**src/rtl/assert_macros.svh**
```systemverilog
// Assertion macros used by radial_warp_source_mapper_top.sv.
`ifndef ASSERT_MACROS_SVH
`define ASSERT_MACROS_SVH
`ifndef ASSERT_OFF
`define ASSERT_IMP(label, clk, rst, a, b) \
  label: assert property (@(posedge clk) disable iff (rst) (a) |-> (b)) else $error("assertion failed");
`define ASSERT_NEXT(label, clk, rst, a, b) \
  label: assert property (@(posedge clk) disable iff (rst) (a) |=> (b)) else $error("assertion failed");
`else
`define ASSERT_IMP(label, clk, rst, a, b)
`define ASSERT_NEXT(label, clk, rst, a, b)
`endif
`endif

```
**src/rtl/rwsm_pkg.sv**
```systemverilog
// Types and constants of the radial warp source mapper.
package rwsm_pkg;
  localparam int CB = 12;                      // coordinate bits
  localparam int FB = CB + 1;                  // frame size bits
  localparam int SW = 2 * FB + 1;              // squared distance bits
  localparam int FRAC = 8;                     // distance fraction bits
  localparam int SQ_STEPS = (SW + 2 * FRAC + 1) / 2;
  localparam int RADW = 2 * SQ_STEPS;
  localparam int D8W = SQ_STEPS;
  localparam int REMW = D8W + 2;
  localparam int QB = 16;                      // ratio fraction bits
  localparam logic [CB-1:0] CMASK = '1;

  localparam logic [2:0] REG_CENTER_X = 3'd0;
  localparam logic [2:0] REG_CENTER_Y = 3'd1;
  localparam logic [2:0] REG_TARGET_X = 3'd2;
  localparam logic [2:0] REG_TARGET_Y = 3'd3;
  localparam logic [2:0] REG_RADIUS   = 3'd4;
  localparam logic [2:0] REG_WIDTH    = 3'd5;
  localparam logic [2:0] REG_HEIGHT   = 3'd6;

  typedef struct packed {
    logic [CB-1:0] px;
    logic [CB-1:0] py;
  } item_t;

  typedef struct packed {
    logic            valid;
    item_t           item;
    logic [REMW-1:0] rem;
    logic [D8W-1:0]  root;
    logic [RADW-1:0] rad;
  } sq_t;

  typedef struct packed {
    logic          valid;
    item_t         item;
    logic          in_disk;
    logic [CB-1:0] rem;
    logic [QB-1:0] num;
    logic [QB-1:0] q;
  } div_t;
endpackage

```
**src/rtl/rwsm_sqrt_cell.sv**
```systemverilog
// One digit of the square root chain: two radicand bits in, one root bit out.
module rwsm_sqrt_cell (
  input  logic          clk,
  input  logic          rst,
  input  logic          en,
  input  rwsm_pkg::sq_t d,
  output rwsm_pkg::sq_t q
);
  import rwsm_pkg::*;

  logic [REMW+1:0] cat, trial, diff;
  logic            ge;
  sq_t             nxt;

  always_comb begin
    cat   = {d.rem, d.rad[RADW-1 -: 2]};
    trial = (REMW+2)'({d.root, 2'b01});
    ge    = cat >= trial;
    diff  = cat - trial;
    nxt       = d;
    nxt.rad   = d.rad << 2;
    nxt.rem   = ge ? diff[REMW-1:0] : cat[REMW-1:0];
    nxt.root  = {d.root[D8W-2:0], ge};
  end

  always_ff @(posedge clk) begin
    if (rst) begin
      q.valid <= 1'b0;
    end else if (en) begin
      q <= nxt;
    end
  end
endmodule

```
**config.mk**
```make
export PLATFORM = sky130hd
export DESIGN_NAME = rwsm_sqrt_cell
export DESIGN_NICKNAME = d
export VERILOG_FILES = /design/src/rtl/assert_macros.svh /design/src/rtl/rwsm_pkg.sv /design/src/rtl/rwsm_sqrt_cell.sv
export SDC_FILE = /design/constraint.sdc
export NUM_CORES = 1
export LEC_CHECK = 0
export BUFFER_PORTS_ARGS = -buffer_cell sky130_fd_sc_hd__clkbuf_2
export CORE_MARGIN = 1
export CORE_UTILIZATION = 45
export CTS_CLUSTER_SIZE = 40
export DETAILED_ROUTE_END_ITERATION = 10
export PLACE_DENSITY = 0.78
export SLEW_MARGIN = 10
export SYNTH_ARGS = -nofsm -noshare
export SYNTH_HDL_FRONTEND = slang
export SYNTH_SLANG_ARGS = --single-unit
export TNS_END_PERCENT = 20
```
**constraint.sdc**
```tcl
create_clock -name clk -period 12.7 [get_ports clk]
set_input_delay 2.54 -clock clk [delete_from_list [all_inputs] [get_ports clk]]
set_output_delay 2.54 -clock clk [all_outputs]
set_load 0.05 [all_outputs]
```
Yosys cells after proc, flatten, opt, wreduce, memory -nomap -nowiden
Cells that the tools add are included. W data, S select, Z words.

Bits in registers: 113. Latch bits: 0. RAM bits: 0. ROM bits: 0. Input port bits: 118. Word-level logic and storage cells: 11. Memories kept: 0.

$add $sub $neg: 1. $mul: 0. Div/mod/pow operators: 0. Order comparisons: 1. Eq/ne operators: 0. Shift operators: 0. Multiplexer cells: 1. Bitwise gates (word level): 1. Reduce and logical (&&, ||, !) cells: 1.

Operators with widths (number): $ge A26 B24 Y1 (1); $mux W24 (1); $sub A24 B24 Y24 (1); $reduce_and A2 Y1 (1); $not A1 Y1 (1).

Depth between registers and ports, before layout
Depth after elaboration: 2. Depth in mapped cells: 11. Gate-level depth less buffers: 9.

Worst setup path before layout
No wires, ideal clock.

Kind: in2reg. Start point: input rst. End point: register q[100] (netlist bit), enable pin. Arrival time: 7.516 ns. Path slack: 4.585 ns. Stages: 1. Path buffers: 0. Cell sequence: nor2b_1.

Cells in the longest elaborated chain, start to end: 2.

Ends and longest elaborated chain: from (decl) (line rwsm_sqrt_cell.sv:4) `input logic rst,`; $not A1 Y1 (no line); $reduce_and A2 Y1 (no line); to (signal assigned) (line rwsm_sqrt_cell.sv:30) `q <= nxt;`; to (decl) (line rwsm_sqrt_cell.sv:7) `output rwsm_pkg::sq_t q`.

Every way passes these cells. A chain may end at the register's enable or synchronous reset.

==> results_tabular.tex <==
\begin{tabular}{lr}
\hline
Metric & Value \\
\hline
\multicolumn{2}{l}{\textbf{Run status}} \\
\quad Status & finished, final reports clean \\
\multicolumn{2}{l}{\textbf{Synthesis}} \\
\quad Basic-gate share of the synthesized area counting and, or, nand and nor cells & around 5.6\% \\
\quad Post-synthesis instance total & about 360 \\
\quad FF+latch count, synth & about 110 \\
\quad Ys Warns & 0 \\
\quad Portion of netlist area occupied by mux cells & under 10\% \\
\quad Post-Synthesis Cell Area & 0.005229 sq mm \\
\quad Adder-cell share of the synthesized area & around 5.7\% \\
\quad Cell variety after synth & 54 \\
\quad Synthesized-area fraction occupied by ao, oa, aoi and oai cells & a little over a tenth \\
\quad Number of enable-type register cells in the synthesized netlist & 112 \\
\quad Library cell with the largest summed area after synthesis & sky130\_fd\_sc\_hd\_\_edfxtp\_1 \\
\quad Share of synthesized area occupied by flip-flops and latches & about 65\% \\
\quad Area share of the largest cell type after synthesis & between 60\% and 70\% \\
\quad Top area cells in the synthesized netlist & sky130\_fd\_sc\_hd\_\_edfxtp\_1 64\%, sky130\_fd\_sc\_hd\_\_ha\_1 5.7\%, sky130\_fd\_sc\_hd\_\_mux2\_4 4.0\%, sky130\_fd\_sc\_hd\_\_inv\_1 2.2\%, sky130\_fd\_sc\_hd\_\_a21oi\_1 2.0\% \\
\quad Most instantiated flip-flop cell in the synthesis netlist & sky130\_fd\_sc\_hd\_\_edfxtp\_1 \\
\quad Dominant combinational cell family by area after synthesis & compound AO/OA/AOI/OAI gates \\
\quad Xor and xnor area share after synthesis & 3.350\% \\
\quad Average footprint of a synthesized cell & 14.56 sq um \\
\quad Async set-or-reset flop fraction in the synthesized netlist & 0\% \\
\multicolumn{2}{l}{\textbf{Min path}} \\
\quad Worst Hold Launch & q[114] \\
\quad Class of the tightest hold or removal check & register to register \\
\quad Capture endpoint of the worst hold path & q[114] \\
\quad Instance count along the most critical hold path & 2 \\
\multicolumn{2}{l}{\textbf{Final layout}} \\
\quad Most common cell after layout, fill and taps aside & sky130\_fd\_sc\_hd\_\_clkbuf\_2 \\
\quad Max FFs per register & 113 \\
\quad Filler instances & roughly 850 \\
\quad Total number of nets in the final design & 742 \\
\quad Area of combinational cells with multiple inputs & $\sim$0.0017 sq mm \\
\quad Post-layout util & roughly 64\% \\
\quad Final antenna diode count & 0 \\
\quad Register name with the most flops & q \\
\quad Registers with the most flip-flops & q x113 \\
\quad Synthesis-to-finish area growth & 36.37\% \\
\quad Final instance count without filler cells & between 700 and 800 \\
\quad Share of post-route cells with drive strength above 1 & 46.49\% \\
\quad Total area of sequential cells & 0.003383 sq mm \\
\quad Top library cells by usage in the layout, fill and taps aside & 230 x sky130\_fd\_sc\_hd\_\_clkbuf\_2, 112 x sky130\_fd\_sc\_hd\_\_edfxtp\_1, 30 x sky130\_fd\_sc\_hd\_\_inv\_1 \\
\multicolumn{2}{l}{\textbf{STA}} \\
\quad Fmax achieved & 0.1900 GHz \\
\quad Final critical delay including setup and external delays & between 5 and 6 ns \\
\quad Fraction of the cycle the final worst path needs & 41.44\% \\
\quad Setup repair after global routing missed its margin & no \\
\quad Max Transition Viols Final & 0 \\
\quad Final worst clock skew & 0 ns \\
\quad Final setup violation count & 0 \\
\quad Slew at the pin with the worst max-slew slack & about 1.2 ns \\
\quad Headroom to the max-slew limit & roughly 22\% \\
\quad Sum of negative setup slack & 0 ns \\
\quad Final hold violations & 0 \\
\multicolumn{2}{l}{\textbf{Die}} \\
\quad IO Count & roughly 230 \\
\quad Number of rows in the core area & 38 \\
\quad Vertical die dimension & around 110 um \\
\quad CORE AREA & approximately 0.011 sq mm \\
\quad Overall die area & between 0.01 and 0.015 sq mm \\
\quad Horizontal extent of the die & 109.8 um \\
\quad Starting Density & a little under half \\
\multicolumn{2}{l}{\textbf{Power and ir drop}} \\
\quad Power Density & between 150 and 200 mW/mm\^{}2 \\
\quad Maximum vdd ir drop & between 0.2 and 0.25 mV \\
\quad Leakage power & roughly 0.0032 uW \\
\multicolumn{2}{l}{\textbf{Clock network}} \\
\quad Number of H-tree levels & 4 \\
\quad TritonCTS clock tree & built \\
\quad Number of post-CTS setup repair buffers & 0 \\
\quad Num CTS Buffers & 17 \\
\quad Library cell used as clock root buffer & sky130\_fd\_sc\_hd\_\_clkbuf\_16 \\
\quad Post-cts sizing count & 0 \\
\quad CTS Hold Bufs & 0 \\
\quad Clock-pin slew on the worst setup and hold paths & approximately 0.05 ns \\
\quad Clock Latency Late Sink & between 0.4 and 0.5 ns \\
\quad Clock Tree Buf Depth & 2 \\
\quad Clock Sinks & between 100 and 150 \\
\multicolumn{2}{l}{\textbf{Critical path}} \\
\quad Depth of the worst register-to-register path & 2 \\
\quad Path type of the worst setup path & primary input to register \\
\quad Data arrival at the endpoint of the critical path & between 5 and 6 ns \\
\quad Startpoint Class & primary input \\
\quad Critical Path End Type & register \\
\quad Endpoint of the most critical register-to-register path & q[114] \\
\quad Required time of the critical path & 12.86 ns \\
\quad CP max FO & 25 \\
\quad Startpoint of the worst-slack reg-to-reg timing path & q[114] \\
\quad Reg2reg setup slack & between 10 and 15 ns \\
\multicolumn{2}{l}{\textbf{Place}} \\
\quad DPL Wire Length & 9786 um \\
\quad Placed cell count & 721 \\
\quad Number of port buffers & 230 \\
\quad Routability-driven placement congestion ratio & approximately 0.83 \\
\multicolumn{2}{l}{\textbf{Global routing}} \\
\quad Total gr overflow & 0 \\
\quad Number of antenna violations at the first check in global routing & 0 \\
\quad Wire length of the first global-routing pass & $\sim$18000 um \\
\quad GR Util All Layers & between 20\% and 30\% \\
\quad Number of global-route vias before repair & around 3.8k \\
\quad Largest net degree at the start of global routing & 78 \\
\multicolumn{2}{l}{\textbf{Drt}} \\
\quad WL final & 13010 um \\
\quad Via count & 3850 \\
\quad Length of the first detailed-routing pass in iterations & 5 \\
\quad Post-detailed-route DRC marker count & 0 \\
\quad Via count normalized by instance count & about 5.1 \\
\quad Routed WL per cell & $\sim$17 um \\
\quad Number of DRC markers after the initial detailed-route iteration & approximately 260 \\
\quad Number of nets with antenna violations after detailed routing & 0 \\
\multicolumn{2}{l}{\textbf{Job}} \\
\quad Max cap viols & 0 \\
\hline
\end{tabular}
==> how the worst max path moves through the flow <==
stage | startpoint | endpoint | slack (ns) | cells after the start
floorplan | rst | q[100] | 4.58 | 1
global placement | d[53] | q[70] | 7.10 | 10
detailed placement | d[53] | q[69] | 7.00 | 10
CTS | d[53] | q[70] | 7.42 | 10
global route | d[53] | q[69] | 7.22 | 10
finish | d[53] | q[70] | 7.44 | 10
==> cell type report <==
| class | instances | share of cell area [%] |
|---|---|---|
| well taps | 140 | 2.457 |
| inverters | 30 | 1.579 |
| multi-input cells | 207 | 23.60 |
| clock inverters | 14 | 2.650 |
| repair buffers | 231 | 16.25 |
| clock buffers | 18 | 6.019 |
| flip-flops and latches | 113 | 47.45 |
==> stage by stage <==
stage | power, uW | setup WS, ns | instance area (sq um) | hold WS (ns)
after floorplan | 651.6 | 4.585 | 5233 | 0.7326
after global placement | 709.6 | 7.096 | 6513 | 0.4812
after detailed placement | 714.1 | 7.000 | 6513 | 0.4854
after CTS | 1208 | 7.418 | 7131 | 0.4980
after global routing | 1240 | 7.221 | 7131 | 0.5230
final | 1200 | 7.437 | 7131 | 0.4924
==> critical path, stage by stage <==
cell and delay [ns]:
sky130_fd_sc_hd__clkbuf_2 0.09, sky130_fd_sc_hd__inv_1 0.04, sky130_fd_sc_hd__ha_1 0.37, sky130_fd_sc_hd__a21oi_1 0.34, sky130_fd_sc_hd__o211a_1 0.20, sky130_fd_sc_hd__a211oi_1 0.07
sky130_fd_sc_hd__o31ai_2 0.24, sky130_fd_sc_hd__nand2_2 0.12, sky130_fd_sc_hd__a31oi_4 0.96, sky130_fd_sc_hd__mux2_2 0.43
==> Yosys cell counts (2+ instances only) <==
cell	instances
sky130_fd_sc_hd__a211oi_1	3
sky130_fd_sc_hd__a21boi_0	2
sky130_fd_sc_hd__a21o_1	8
sky130_fd_sc_hd__a21oi_1	21
sky130_fd_sc_hd__a221o_1	2
sky130_fd_sc_hd__and2_1	3
sky130_fd_sc_hd__and3_1	4
sky130_fd_sc_hd__buf_4	2
sky130_fd_sc_hd__buf_6	2
sky130_fd_sc_hd__clkbuf_1	5
sky130_fd_sc_hd__edfxtp_1	112
sky130_fd_sc_hd__ha_1	24
sky130_fd_sc_hd__inv_1	30
sky130_fd_sc_hd__mux2_1	2
sky130_fd_sc_hd__mux2_2	4
sky130_fd_sc_hd__mux2_4	14
sky130_fd_sc_hd__mux2i_1	5
sky130_fd_sc_hd__nand2_1	15
sky130_fd_sc_hd__nand3_1	3
sky130_fd_sc_hd__nand4_1	5
sky130_fd_sc_hd__nor2_1	12
sky130_fd_sc_hd__nor2b_1	2
sky130_fd_sc_hd__nor3_1	4
sky130_fd_sc_hd__nor4_1	4
sky130_fd_sc_hd__nor4b_1	2
sky130_fd_sc_hd__o211a_1	4
sky130_fd_sc_hd__o211ai_1	2
sky130_fd_sc_hd__o21a_1	4
sky130_fd_sc_hd__o21ai_0	13
sky130_fd_sc_hd__o21bai_1	3
sky130_fd_sc_hd__o31ai_1	2
sky130_fd_sc_hd__xnor2_1	12
sky130_fd_sc_hd__xor2_1	8
==> logic make-up (layout without fill, tap and decap cells) <==
kind of cell	after synthesis	count (layout)
compound gates	78	78
xor+xnor	20	20
fa+ha+maj	24	24
buf+inv	40	293
flops	113	113
mux	25	25
other cells	1	2
simple gates	58	58
==> report_power, final <==
| group | switching, uW | total (uW) | internal [uW] | leakage [uW] |
|---|---|---|---|---|
| Sequential | 7.80 | 454 | 446 | 0.00106 |
| Clock | 165 | 492 | 327 | 0.000288 |
| Combinational | 175 | 254 | 78.6 | 0.00186 |
| Total | 348 | 1200 | 852 | 0.00320 |
==> layer usage <==
layer / track usage (%) / part of all wire (%) / vias up
met2: 38.04 / 53 / 167
met4: 9.143 / 2.4 / 0
met1: 20.92 / 36 / 1810
met5: 0 / 0 / -
li1: - / - / 1848
met3: 9.781 / 8.9 / 25
Note: power is estimated with default switching activity, not from simulation.
