$ cat src/rtl/assert_macros.svh
// Assertion macros used by radial_warp_source_mapper_top.sv.
`ifndef ASSERT_MACROS_SVH
`define ASSERT_MACROS_SVH
`ifndef ASSERT_OFF
`define ASSERT_IMP(label, clk, rst, a, b) \
  label: assert property (@(posedge clk) disable iff (rst) (a) |-> (b)) else $error("assertion failed");
`define ASSERT_NEXT(label, clk, rst, a, b) \
  label: assert property (@(posedge clk) disable iff (rst) (a) |=> (b)) else $error("assertion failed");
`else
`define ASSERT_IMP(label, clk, rst, a, b)
`define ASSERT_NEXT(label, clk, rst, a, b)
`endif
`endif

$ cat src/rtl/rwsm_pkg.sv
// Types and constants of the radial warp source mapper.
package rwsm_pkg;
  localparam int CB = 12;                      // coordinate bits
  localparam int FB = CB + 1;                  // frame size bits
  localparam int SW = 2 * FB + 1;              // squared distance bits
  localparam int FRAC = 8;                     // distance fraction bits
  localparam int SQ_STEPS = (SW + 2 * FRAC + 1) / 2;
  localparam int RADW = 2 * SQ_STEPS;
  localparam int D8W = SQ_STEPS;
  localparam int REMW = D8W + 2;
  localparam int QB = 16;                      // ratio fraction bits
  localparam logic [CB-1:0] CMASK = '1;

  localparam logic [2:0] REG_CENTER_X = 3'd0;
  localparam logic [2:0] REG_CENTER_Y = 3'd1;
  localparam logic [2:0] REG_TARGET_X = 3'd2;
  localparam logic [2:0] REG_TARGET_Y = 3'd3;
  localparam logic [2:0] REG_RADIUS   = 3'd4;
  localparam logic [2:0] REG_WIDTH    = 3'd5;
  localparam logic [2:0] REG_HEIGHT   = 3'd6;

  typedef struct packed {
    logic [CB-1:0] px;
    logic [CB-1:0] py;
  } item_t;

  typedef struct packed {
    logic            valid;
    item_t           item;
    logic [REMW-1:0] rem;
    logic [D8W-1:0]  root;
    logic [RADW-1:0] rad;
  } sq_t;

  typedef struct packed {
    logic          valid;
    item_t         item;
    logic          in_disk;
    logic [CB-1:0] rem;
    logic [QB-1:0] num;
    logic [QB-1:0] q;
  } div_t;
endpackage

$ cat src/rtl/rwsm_div_cell.sv
// One step of the restoring divide chain: one quotient bit per cell.
module rwsm_div_cell (
  input  logic                   clk,
  input  logic                   rst,
  input  logic                   en,
  input  logic [rwsm_pkg::CB-1:0] radius,
  input  rwsm_pkg::div_t         d,
  output rwsm_pkg::div_t         q
);
  import rwsm_pkg::*;

  logic [CB:0] cat, diff;
  logic        ge;
  div_t        nxt;

  always_comb begin
    cat  = {d.rem, d.num[QB-1]};
    ge   = cat >= {1'b0, radius};
    diff = cat - {1'b0, radius};
    nxt      = d;
    nxt.num  = d.num << 1;
    nxt.rem  = ge ? diff[CB-1:0] : cat[CB-1:0];
    nxt.q    = {d.q[QB-2:0], ge};
  end

  always_ff @(posedge clk) begin
    if (rst) begin
      q.valid <= 1'b0;
    end else if (en) begin
      q <= nxt;
    end
  end
endmodule

$ cat config.mk
export PLATFORM = sky130hd
export DESIGN_NAME = rwsm_div_cell
export DESIGN_NICKNAME = d
export VERILOG_FILES = /design/src/rtl/assert_macros.svh /design/src/rtl/rwsm_pkg.sv /design/src/rtl/rwsm_div_cell.sv
export SDC_FILE = /design/constraint.sdc
export NUM_CORES = 1
export LEC_CHECK = 0
export ABC_AREA = 1
export BUFFER_PORTS_ARGS = -buffer_cell sky130_fd_sc_hd__buf_4
export CAP_MARGIN = 5
export CORE_ASPECT_RATIO = 0.75
export CORE_UTILIZATION = 40
export CTS_CLUSTER_DIAMETER = 150
export CTS_CLUSTER_SIZE = 16
export DETAILED_ROUTE_END_ITERATION = 8
export PLACE_DENSITY_LB_ADDON = 0.12
export RECOVER_POWER = 100
export SLEW_MARGIN = 20
export SYNTH_ARGS = -nofsm -noshare
export SYNTH_HDL_FRONTEND = slang
export SYNTH_SLANG_ARGS = --single-unit
$ cat constraint.sdc
create_clock -name clk -period 6.9 [get_ports clk]
set_input_delay 2.07 -clock clk [delete_from_list [all_inputs] [get_ports clk]]
set_output_delay 2.07 -clock clk [all_outputs]
set_load 0.005 [all_outputs]
Word level (Yosys, flattened, before mapping)
Index checks and enable logic that the tools add are counted.

Flip-flop bits (word level): 69. Latch bits: 0. Memory bits (writable): 0. Memory bits (read-only): 0. Output and inout port bits: 70. Memories: 0.

$add $sub $neg: 1. $mul: 0. Div/mod/pow operators: 0. Order comparisons: 1. Equality and inequality tests: 0. Shifts and indexed selects: 0. Multiplexer cells: 1. Bitwise gates (word level): 1. Reduce and logical (&&, ||, !) cells: 1.

Operators by type and width (number): $ge 13x12->1 (1); $mux 12 (1); $sub 12x12->12 (1); $reduce_and 2->1 (1); $not 1->1 (1).

Depth between registers and ports, before layout
Gate-level depths: netlist of the first run.

Depth after elaboration: 2. Mapped depth: 11.

Least setup slack after synthesis of the first run
OpenSTA, ideal clock, no wires.

Path kind: input-to-reg. From: input en. To: register q[0] (netlist name) (enable). Arrival time: 4.981 ns. Data required time: 6.404 ns. Setup slack: 1.423 ns. Stages on the path: 2. Cells stage by stage: inv_1 > nor2_1.

Cells in the longest elaborated chain, start to end: 1.

Ends and longest elaborated chain: start, declared (line rwsm_div_cell.sv:5) `input logic en,`; $reduce_and 2->1 (no line); end signal, assigned (line rwsm_div_cell.sv:30) `q <= nxt;`; end, declared (line rwsm_div_cell.sv:8) `output rwsm_pkg::div_t q`.

No other way between the ends. A chain may end at the register's enable or synchronous reset.

==> results.json, run 1 <==
{
  "timing.final.crit_period_ns": 4.39,
  "adder_and_majority_cell_fraction_of_the_synthesized_area": 0.0546,
  "insertedDiodeCount": 0,
  "registers_with_the_most_flip_flops": "q x69",
  "yosysUniqueCellTypes": 28,
  "run_status": "finished clean",
  "maxCapViolCount": 0,
  "weighted_congestion_reported_at_the_end_of_routability_driven_placement": 0.837,
  "cts_setup_buffers": 0,
  "path_clk_slew_ns": 0.08,
  "cts_hold_buffers": 0,
  "postLayoutCellArea_sq_mm": 0.00451,
  "placement.cell_area_sq_mm": 0.00437,
  "die_y_um": 78.4,
  "worst_hold_path_type": "reg -> reg",
  "gr-usage-all-layers": 0.181,
  "min_delay_path_depth": 2,
  "synth_edf_count": 68,
  "grt_pass1_wl_mm": 11.2,
  "hpwl_mm": 5.57,
  "synth_compound_area_frac": 0.0249,
  "regArea_sq_mm": 0.00206,
  "regMostFlops": "q",
  "clock.fmax_mhz": 228,
  "flow.area_growth_from_synthesis_pct": 44.7,
  "timing.critical_path.to_type": "flop",
  "total_leakage_power_nw": 2.09,
  "reg2reg_from": "q[69]",
  "die_w_um": 104,
  "post_synth.cell_area_avg_sq_um": 12.0,
  "timing.final.hold_violations": 0,
  "design.final.nets": 519,
  "synthSimpleGateAreaFrac": 0.176,
  "resized_gates_after_cts": 0,
  "design.portCount": 155,
  "avgViaCountPerCell": 4.46,
  "fraction_of_registers_with_async_set_or_reset_after_synthesis": 0,
  "min_period_over_period": 0.636,
  "drt_pre_antenna_iters": 4,
  "post_route_cells_drive_above_1_share": 0.411,
  "first_global_vias": 2330,
  "grt_max_degree": 57,
  "rows": 27,
  "main_combinational_cell_family_by_area_after_synthesis": "simple AND/OR/NAND/NOR gates",
  "cts.sinks": 69,
  "start_util": 0.419,
  "die_area_sq_mm": 0.00815,
  "critical_path.startpoint": "radius[8]",
  "post-route-util": 0.607,
  "detail_routed_net_length_per_standard_cell_um": 13.4,
  "fin_worst_skew_ns": 0,
  "antenna_found_initial": 0,
  "globalRoute.totalOverflow": 0,
  "worstSetupPathType": "in -> reg",
  "synth_fp_nets": 357,
  "synth.cell_area_sq_mm": 0.00312,
  "cp_data_required_time_ns": 7.04,
  "synth_top_flop_cell": "sky130_fd_sc_hd__edfxtp_1",
  "proportion_of_synthesized_chip_area_in_sequential_cells": 0.662,
  "ant_nets": 0,
  "synthMuxAreaShare": 0,
  "floorplan.core_area_sq_mm": 0.00743,
  "layout.filler_cells": 641,
  "ctsHtreeMaxLevel": 3,
  "dr.first_iter.drc_count": 84,
  "cts-buffers-inserted": 9,
  "drt_drc_violations_left": 0,
  "worst_pin_slew_ns": 1.04,
  "endpoint": "q[33]",
  "clock_tree.buffer_depth": 2,
  "cts_tree": "done",
  "clk_root_buffer_cell": "sky130_fd_sc_hd__clkbuf_8",
  "max_slew_margin": 0.305,
  "clock_latency_ns": 0.33,
  "cp_arrival_ns": 4.53,
  "finalSetupTns_ns": 0,
  "multi_input_area_sq_um": 808,
  "largest_register_ff_count": 69,
  "reg2reg_to": "q[69]",
  "num_vias": 2352,
  "netlist_instances": 259,
  "routed_wirelength_mm": 7.05,
  "setup_viol_count_final": 0,
  "total_power_mw": 1.03,
  "power-per-cell-area_mw_per_mm2": 229,
  "ff2ff_path_depth": 2,
  "final_worst_hold_slack_ns": 0.471,
  "critical_path_peak_fanout": 19,
  "synthXorXnorAreaFrac": 0.0169,
  "setup_crit_start_kind": "input pin",
  "minimum_setup_slack_among_reg_to_reg_paths_ns": 6.33,
  "io_buffers": 152,
  "peakVddDrop_v": 0.000130,
  "ys.warnings.count": 0,
  "drv_slew": 0,
  "worstHoldStart": "q[69]",
  "grt_setup_unrepaired": "false",
  "synth.ff_latch_count": 69
}
-- worst max-delay path, stage by stage --
cell and delay (ns):
sky130_fd_sc_hd__clkbuf_4 0.10, sky130_fd_sc_hd__inv_1 0.03, sky130_fd_sc_hd__ha_1 0.35, sky130_fd_sc_hd__nand2_1 0.15, sky130_fd_sc_hd__inv_1 0.05, sky130_fd_sc_hd__nand2_1 0.07, sky130_fd_sc_hd__nand2_1 0.08, sky130_fd_sc_hd__a21oi_1 0.45
sky130_fd_sc_hd__nand3_1 0.73, sky130_fd_sc_hd__o21ai_0 0.44
-- per-stage QoR --
stage,setup WS (ns),std cells
2_1_floorplan,1.42,259
3_3_place_gp,3.01,511
3_5_place_dp,2.98,511
4_1_cts,3.34,527
5_1_grt,2.24,527
6_report,2.51,527
-- power by group --
| part | total, mW | internal [mW] | switching (mW) |
|---|---|---|---|
| clock | 0.360 | 0.205 | 0.156 |
| combinational | 0.169 | 0.0852 | 0.0834 |
| sequential | 0.505 | 0.497 | 0.00737 |
-- per-layer routing --
| metal | GRT usage | wire length, um | vias up |
|---|---|---|---|
| li1 | - | - | 1187 |
| met1 | 0.227 | 3050 | 1055 |
| met2 | 0.295 | 3430 | 101 |
| met3 | 0.0598 | 499 | 9 |
| met4 | 0.0657 | 76 | 0 |
| met5 | 0 | 0 | - |
-- worst min-delay path by stage --
stage | to | slack [ns]
after floorplan | q[69] | 0.45
after global placement | q[69] | 0.44
after detailed placement | q[69] | 0.48
after CTS | q[69] | 0.49
after global routing | q[69] | 0.50
final | q[69] | 0.47
-- synth_stat cells (2+ instances only) --
cell type | count | area (sq um)
sky130_fd_sc_hd__nand2_2 | 5 | 31.3
sky130_fd_sc_hd__nand3b_1 | 2 | 15.0
sky130_fd_sc_hd__inv_2 | 2 | 7.51
sky130_fd_sc_hd__nand2_1 | 63 | 236
sky130_fd_sc_hd__nor2_1 | 10 | 37.5
sky130_fd_sc_hd__nand3_1 | 9 | 45.0
sky130_fd_sc_hd__nor2_2 | 2 | 12.5
sky130_fd_sc_hd__a21oi_1 | 4 | 20.0
sky130_fd_sc_hd__nand4_1 | 9 | 56.3
sky130_fd_sc_hd__xor2_1 | 5 | 43.8
sky130_fd_sc_hd__o21ai_0 | 3 | 15.0
sky130_fd_sc_hd__inv_1 | 44 | 165
sky130_fd_sc_hd__o21ai_2 | 3 | 26.3
sky130_fd_sc_hd__ha_1 | 12 | 150
sky130_fd_sc_hd__nand3_2 | 6 | 60.1
sky130_fd_sc_hd__edfxtp_1 | 68 | 2040
-- cell type report --
cell class / count / area share
clock buffer: 9 / 0.0275
clock inverter: 7 / 0.0216
inverter: 46 / 0.0383
multi-input combinational: 142 / 0.179
sequential: 69 / 0.457
tap: 101 / 0.0280
timing repair buffer: 153 / 0.248
-- cells by family after synthesis --
group	Yosys count
simple gates	111
compound gates	11
buf+inv	48
xor+xnor	6
other cells	1
flops	69
fa+ha+maj	13
-- cells in the final DEF, fill, tap and decap left out, drive strengths merged --
cell	n
a21oi	5
clkbuf	135
buf	27
edfxtp	68
bufinv	2
inv	47
nor2	13
clkinvlp	1
nand3b	2
conb	1
nand2	69
nand4	9
fa	1
nor3	2
dfxtp	1
xnor2	1
nand3	16
xor2	5
o21ai	6
ha	12
clkinv	3
No activity file was read; power rests on OpenSTA's default activity.
==> run 2: changes to the inputs <==
==> constraint.sdc (replaced) <==
create_clock -name clk -period 3.65 [get_ports clk]
set_input_delay 1.095 -clock clk [delete_from_list [all_inputs] [get_ports clk]]
set_output_delay 1.095 -clock clk [all_outputs]
set_load 0.005 [all_outputs]
==> run 2 against run 1 <==
Compared with the run above:
- non-clock buffer count unchanged
- core utilization rose by 0.20 points
- global-route usage down 0.94 points
- flip-flop and latch count stayed put
- total power increased by 91%
- die area unchanged
- wire length down 4.2%
- via count is 0.89% lower
- combinational power grew 86%
==> results.json, run 2 (synthesis results as in run 1) <==
{
  "critPathSlowestCell": "sky130_fd_sc_hd__a21oi_1",
  "clock_latency_ns": 0.34,
  "io_buffers": 152,
  "run_status": "finished clean",
  "insertedDiodeCount": 0,
  "post_route_cells_drive_above_1_share": 0.406,
  "die_w_um": 104,
  "avgViaCountPerCell": 4.42,
  "clock.fmax_mhz": 344,
  "largest_register_ff_count": 69,
  "timing.final.hold_violations": 0,
  "routed_wirelength_mm": 6.75,
  "drv_slew": 0,
  "final_worst_hold_slack_ns": 0.462,
  "cts_tree": "done",
  "wl_met2_mm": 3.13,
  "timing.critical_path.to_type": "flop",
  "drt_drc_violations_left": 0,
  "most_frequent_standard_cell_in_the_layout_excluding_fill_and_tap_cells": "sky130_fd_sc_hd__clkbuf_4",
  "path_clk_slew_ns": 0.08,
  "top_signal_layer_used": "met4",
  "min_period_over_period": 0.797,
  "reg2reg_from": "q[69]",
  "antenna_found_initial": 0,
  "num_vias": 2331,
  "cts_setup_buffers": 0,
  "hpwl_mm": 5.31,
  "clk_root_buffer_cell": "sky130_fd_sc_hd__clkbuf_8",
  "rows": 27,
  "worstSetupPathType": "in -> reg",
  "grt_max_degree": 57,
  "critPathBufInv": 3,
  "critical_path_peak_fanout": 19,
  "cts.sinks": 69,
  "setup_crit_start_kind": "input pin",
  "maxCapViolCount": 0,
  "power-per-cell-area_mw_per_mm2": 436,
  "cp_most_frequent_cell": "sky130_fd_sc_hd__nand2_1",
  "total_power_mw": 1.97,
  "ctsHtreeMaxLevel": 3,
  "fin_worst_skew_ns": 0,
  "cp_arrival_ns": 2.99,
  "grt_setup_unrepaired": "false",
  "worst_hold_path_type": "reg -> reg",
  "gr-usage-all-layers": 0.172,
  "timing.critical_path.cells": "clkbuf_4, inv_1, ha_1, nand2_2, inv_1, nand2_1, nand2_1, a21oi_1, nand3_4, nand2_1, o21ai_0",
  "flow.area_growth_from_synthesis_pct": 45.2,
  "cts_hold_buffers": 0,
  "peakVddDrop_v": 0.000234,
  "detail_routed_net_length_per_standard_cell_um": 12.8,
  "setup_viol_count_final": 0,
  "wl_met3_um": 459,
  "floorplan.core_area_sq_mm": 0.00743,
  "grt_pass1_wl_mm": 10.5,
  "dr.first_iter.drc_count": 111,
  "layout_common_cells": "116 x sky130_fd_sc_hd__clkbuf_4, 68 x sky130_fd_sc_hd__edfxtp_1, 65 x sky130_fd_sc_hd__nand2_1",
  "first_global_vias": 2178,
  "die_y_um": 78.4,
  "weighted_congestion_reported_at_the_end_of_routability_driven_placement": 0.876,
  "die_area_sq_mm": 0.00815,
  "cts-buffers-inserted": 9,
  "met1Wirelength_mm": 2.99,
  "total_leakage_power_nw": 2.09,
  "critical_path.top_delay_family": "simple AND/OR/NAND/NOR gates",
  "start_util": 0.419,
  "resized_gates_after_cts": 0,
  "timing.final.crit_period_ns": 2.91,
  "worstHoldStart": "q[69]",
  "ant_nets": 0,
  "design.final.nets": 519,
  "worst_pin_slew_ns": 1.11,
  "cp_slowest_stage_delay_ns": 0.54,
  "drt_pre_antenna_iters": 5,
  "clock_tree.buffer_depth": 2,
  "max_slew_margin": 0.257,
  "regMostFlops": "q",
  "cp_data_required_time_ns": 3.73,
  "registers_with_the_most_flip_flops": "q x69",
  "design.portCount": 155,
  "globalRoute.totalOverflow": 0,
  "critical_path.startpoint": "radius[8]",
  "finalSetupTns_ns": 0
}
==> run 2: cell count changes in the layout (fill, tap and decap cells not counted), moves of 2 or more <==
cell and delta:
sky130_fd_sc_hd__nand3_2 -2, sky130_fd_sc_hd__clkbuf_4 -2, sky130_fd_sc_hd__clkbuf_1 +2, sky130_fd_sc_hd__clkinv_4 -2, sky130_fd_sc_hd__inv_6 +2
==> run 2: path summary, 6_finish.rpt <==
path            to  slack, ns  cells past startpoint
max          q[33]       0.74                     11
min          q[69]       0.46                      2
max reg2reg  q[69]       3.09                      2
min reg2reg  q[69]       0.46                      2
==> run 2: power by group <==
group          switching [mW]  internal (mW)  total, mW
Sequential             0.0142          0.940      0.954
Clock                   0.310          0.396      0.706
Combinational           0.153          0.161      0.314
Total                   0.477           1.50       1.97
==> run 2: layout make-up <==
cell class	count	area [sq um]
fill	654	2910
sequential	69	2060
inverter	46	173
clock inverter	7	105
timing repair buffer	153	1120
tap	101	126
clock buffer	9	124
multi-input combinational	142	811
==> run 2: worst reg2reg max path, cell delays in order, from the launching register on <==
cell and delay [ns]:
sky130_fd_sc_hd__dfxtp_1 0.34, sky130_fd_sc_hd__nand2_1 0.05, sky130_fd_sc_hd__a21oi_1 0.10
==> run 2: per-layer routing <==
layer	track usage	up-vias
li1	-	1191
met1	0.222	1017
met2	0.261	107
met3	0.0548	16
met4	0.0857	0
met5	0	-
==> run 2: metrics by stage <==
stage / worst slack, ns / area (sq um) / utilization / std cells
finish: 0.740 / 4520 / 0.609 / 527
global route: 0.542 / 4520 / 0.609 / 527
CTS: 1.11 / 4610 / 0.621 / 527
detailed placement: 0.722 / 4380 / 0.590 / 511
global placement: 0.735 / 4380 / 0.590 / 511
floorplan: 0.332 / 3120 / - / 259
==> run 3: changes to the inputs <==
==> constraint.sdc (replaced) <==
create_clock -name clk -period 2.95 [get_ports clk]
set_input_delay 0.885 -clock clk [delete_from_list [all_inputs] [get_ports clk]]
set_output_delay 0.885 -clock clk [all_outputs]
set_load 0.005 [all_outputs]
==> run 3 against run 2 <==
Compared with the run above:
- critical path depth unchanged
- via count up 0.30%
- wire length up 1.4%
- final area down 0.72%
- combinational power up 25%
- critical endpoint is now q[37]
==> results.json, run 3 (synthesis results as in run 1) <==
{
  "reg2reg_from": "q[69]",
  "registers_with_the_most_flip_flops": "q x69",
  "drv_slew": 0,
  "start_util": 0.419,
  "dpl.cell_count": 512,
  "dr.first_iter.drc_count": 121,
  "cts_tree": "done",
  "num_vias": 2338,
  "drt_pre_antenna_iters": 4,
  "setup_viol_count_final": 0,
  "grt_setup_unrepaired": "false",
  "run_status": "finished clean",
  "worstSetupPathType": "in -> reg",
  "path_clk_slew_ns": 0.08,
  "weighted_congestion_reported_at_the_end_of_routability_driven_placement": 0.830,
  "die_area_sq_mm": 0.00815,
  "grt_pass1_wl_mm": 10.9,
  "worst_hold_path_type": "reg -> reg",
  "avgViaCountPerCell": 4.43,
  "timing.final.crit_period_ns": 2.49,
  "post-route-util": 0.604,
  "floorplan.core_area_sq_mm": 0.00743,
  "ff2ff_path_depth": 2,
  "switching_share": 0.248,
  "resized_gates_after_cts": 0,
  "critical_path.top_delay_family": "simple AND/OR/NAND/NOR gates",
  "most_frequent_standard_cell_in_the_layout_excluding_fill_and_tap_cells": "sky130_fd_sc_hd__clkbuf_4",
  "reg2reg_to": "q[69]",
  "critical_path_cell_count": 11,
  "place_ws_ns": 0.301,
  "post_route_cells_drive_above_1_share": 0.400,
  "timing.critical_path.to_type": "flop",
  "ctsHtreeMaxLevel": 3,
  "cts_hold_buffers": 0,
  "worst_pin_slew_ns": 1.30,
  "clock_tree.buffer_depth": 2,
  "die_w_um": 104,
  "timing.critical_path.cells": "clkbuf_4, inv_1, ha_1, nand2_1, nand2_1, nand2_1, nand3_1, nand2_1, nand3_4, nand2_1, o21ai_0",
  "globalRoute.totalOverflow": 0,
  "internal_power_mw": 1.76,
  "p_switching_uw": 578,
  "finalSetupTns_ns": 0,
  "die_y_um": 78.4,
  "first_global_vias": 2152,
  "cp_slowest_stage_delay_ns": 0.37,
  "final-instance-count-excl-fill": 528,
  "power-per-cell-area_mw_per_mm2": 519,
  "min_period_over_period": 0.844,
  "final_worst_hold_slack_ns": 0.458,
  "clock.fmax_mhz": 401,
  "power.sequential.fraction": 0.505,
  "routed_wirelength_mm": 6.85,
  "minimum_setup_slack_among_reg_to_reg_paths_ns": 2.40,
  "cp_arrival_ns": 2.57,
  "clock_latency_ns": 0.33,
  "flow.area_growth_from_synthesis_pct": 44.2,
  "drt_drc_violations_left": 0,
  "antenna_found_initial": 0,
  "critical_path_peak_fanout": 19,
  "cp_data_required_time_ns": 3.03,
  "critPathBufInv": 2,
  "cp_most_frequent_cell": "sky130_fd_sc_hd__nand2_1",
  "timing.final.hold_violations": 0,
  "insertedDiodeCount": 0,
  "maxCapViolCount": 0,
  "clkPwrFrac": 0.326,
  "setup_crit_start_kind": "input pin",
  "total_leakage_power_nw": 2.06,
  "fin_worst_skew_ns": 0,
  "design.final.nets": 520,
  "rows": 27,
  "cts_setup_buffers": 0,
  "layout_common_cells": "113 x sky130_fd_sc_hd__clkbuf_4, 68 x sky130_fd_sc_hd__edfxtp_1, 66 x sky130_fd_sc_hd__nand2_1",
  "detail_routed_net_length_per_standard_cell_um": 13.0,
  "power_frac_comb": 0.168,
  "clk_root_buffer_cell": "sky130_fd_sc_hd__clkbuf_8",
  "peakVddDrop_v": 0.000301,
  "regMostFlops": "q",
  "gr-usage-all-layers": 0.175,
  "min_delay_worst_endpoint": "q[69]",
  "ant_nets": 0,
  "design.portCount": 155,
  "hpwl_mm": 5.28,
  "worstHoldStart": "q[69]",
  "cts-buffers-inserted": 9,
  "io_buffers": 152,
  "timing.final.ws_setup_ns": 0.459,
  "grt_max_degree": 55,
  "critPathSlowestCell": "sky130_fd_sc_hd__ha_1",
  "min_delay_path_depth": 2,
  "largest_register_ff_count": 69,
  "cts.sinks": 69,
  "max_slew_margin": 0.127
}
## run 3: cell count changes in the layout (fill, tap and decap cells not counted), moves of 2 or more
cell                       change
sky130_fd_sc_hd__clkbuf_4      -3
sky130_fd_sc_hd__inv_6         -2
sky130_fd_sc_hd__clkinv_2      +2
sky130_fd_sc_hd__clkbuf_1      +3
sky130_fd_sc_hd__clkinv_4      +2
## run 3: metrics by stage
stage          power (mW)  area (sq um)
5_1_grt              2.46          4490
4_1_cts              2.40          4590
2_1_floorplan        1.40          3120
3_3_place_gp         1.62          4390
3_5_place_dp         1.63          4390
6_report             2.33          4490
## run 3: worst max path at each step
| stage | slack (ns) | endpoint | start |
|---|---|---|---|
| after global placement | 0.29 | q[32] | d[40] |
| after global routing | 0.29 | q[32] | radius[2] |
| after detailed placement | 0.30 | q[34] | d[40] |
| after floorplan | 0.58 | q[38] | radius[8] |
| after CTS | 0.66 | q[32] | d[40] |
| final | 0.46 | q[37] | radius[2] |
## run 3: layout make-up
| cell class | instances | area, sq um |
|---|---|---|
| Tap cell | 101 | 126 |
| Clock buffer | 9 | 124 |
| Inverter | 46 | 173 |
| Clock inverter | 7 | 73.8 |
| Fill cell | 682 | 2940 |
| Timing Repair Buffer | 154 | 1120 |
| Multi-Input combinational cell | 142 | 813 |
| Sequential cell | 69 | 2060 |
## run 3: per-layer routing
layer	share of wire	track usage
met1	0.46	0.244
met2	0.44	0.255
met3	0.077	0.0581
met4	0.018	0.0614
met5	0	0
## run 3: power groups by stage
stage	Sequential [mW]	Clock, mW	Combinational (mW)
2_1_floorplan	1.21	0	0.187
3_3_place_gp	1.20	0	0.423
3_5_place_dp	1.20	0	0.427
4_1_cts	1.18	0.792	0.429
5_1_grt	1.19	0.832	0.440
6_report	1.18	0.762	0.393
## run 3: worst reg2reg max path, cell delays in order, from the launching register on
cell,delay [ns]
sky130_fd_sc_hd__dfxtp_1,0.33
sky130_fd_sc_hd__nand2_1,0.05
sky130_fd_sc_hd__a21oi_1,0.11
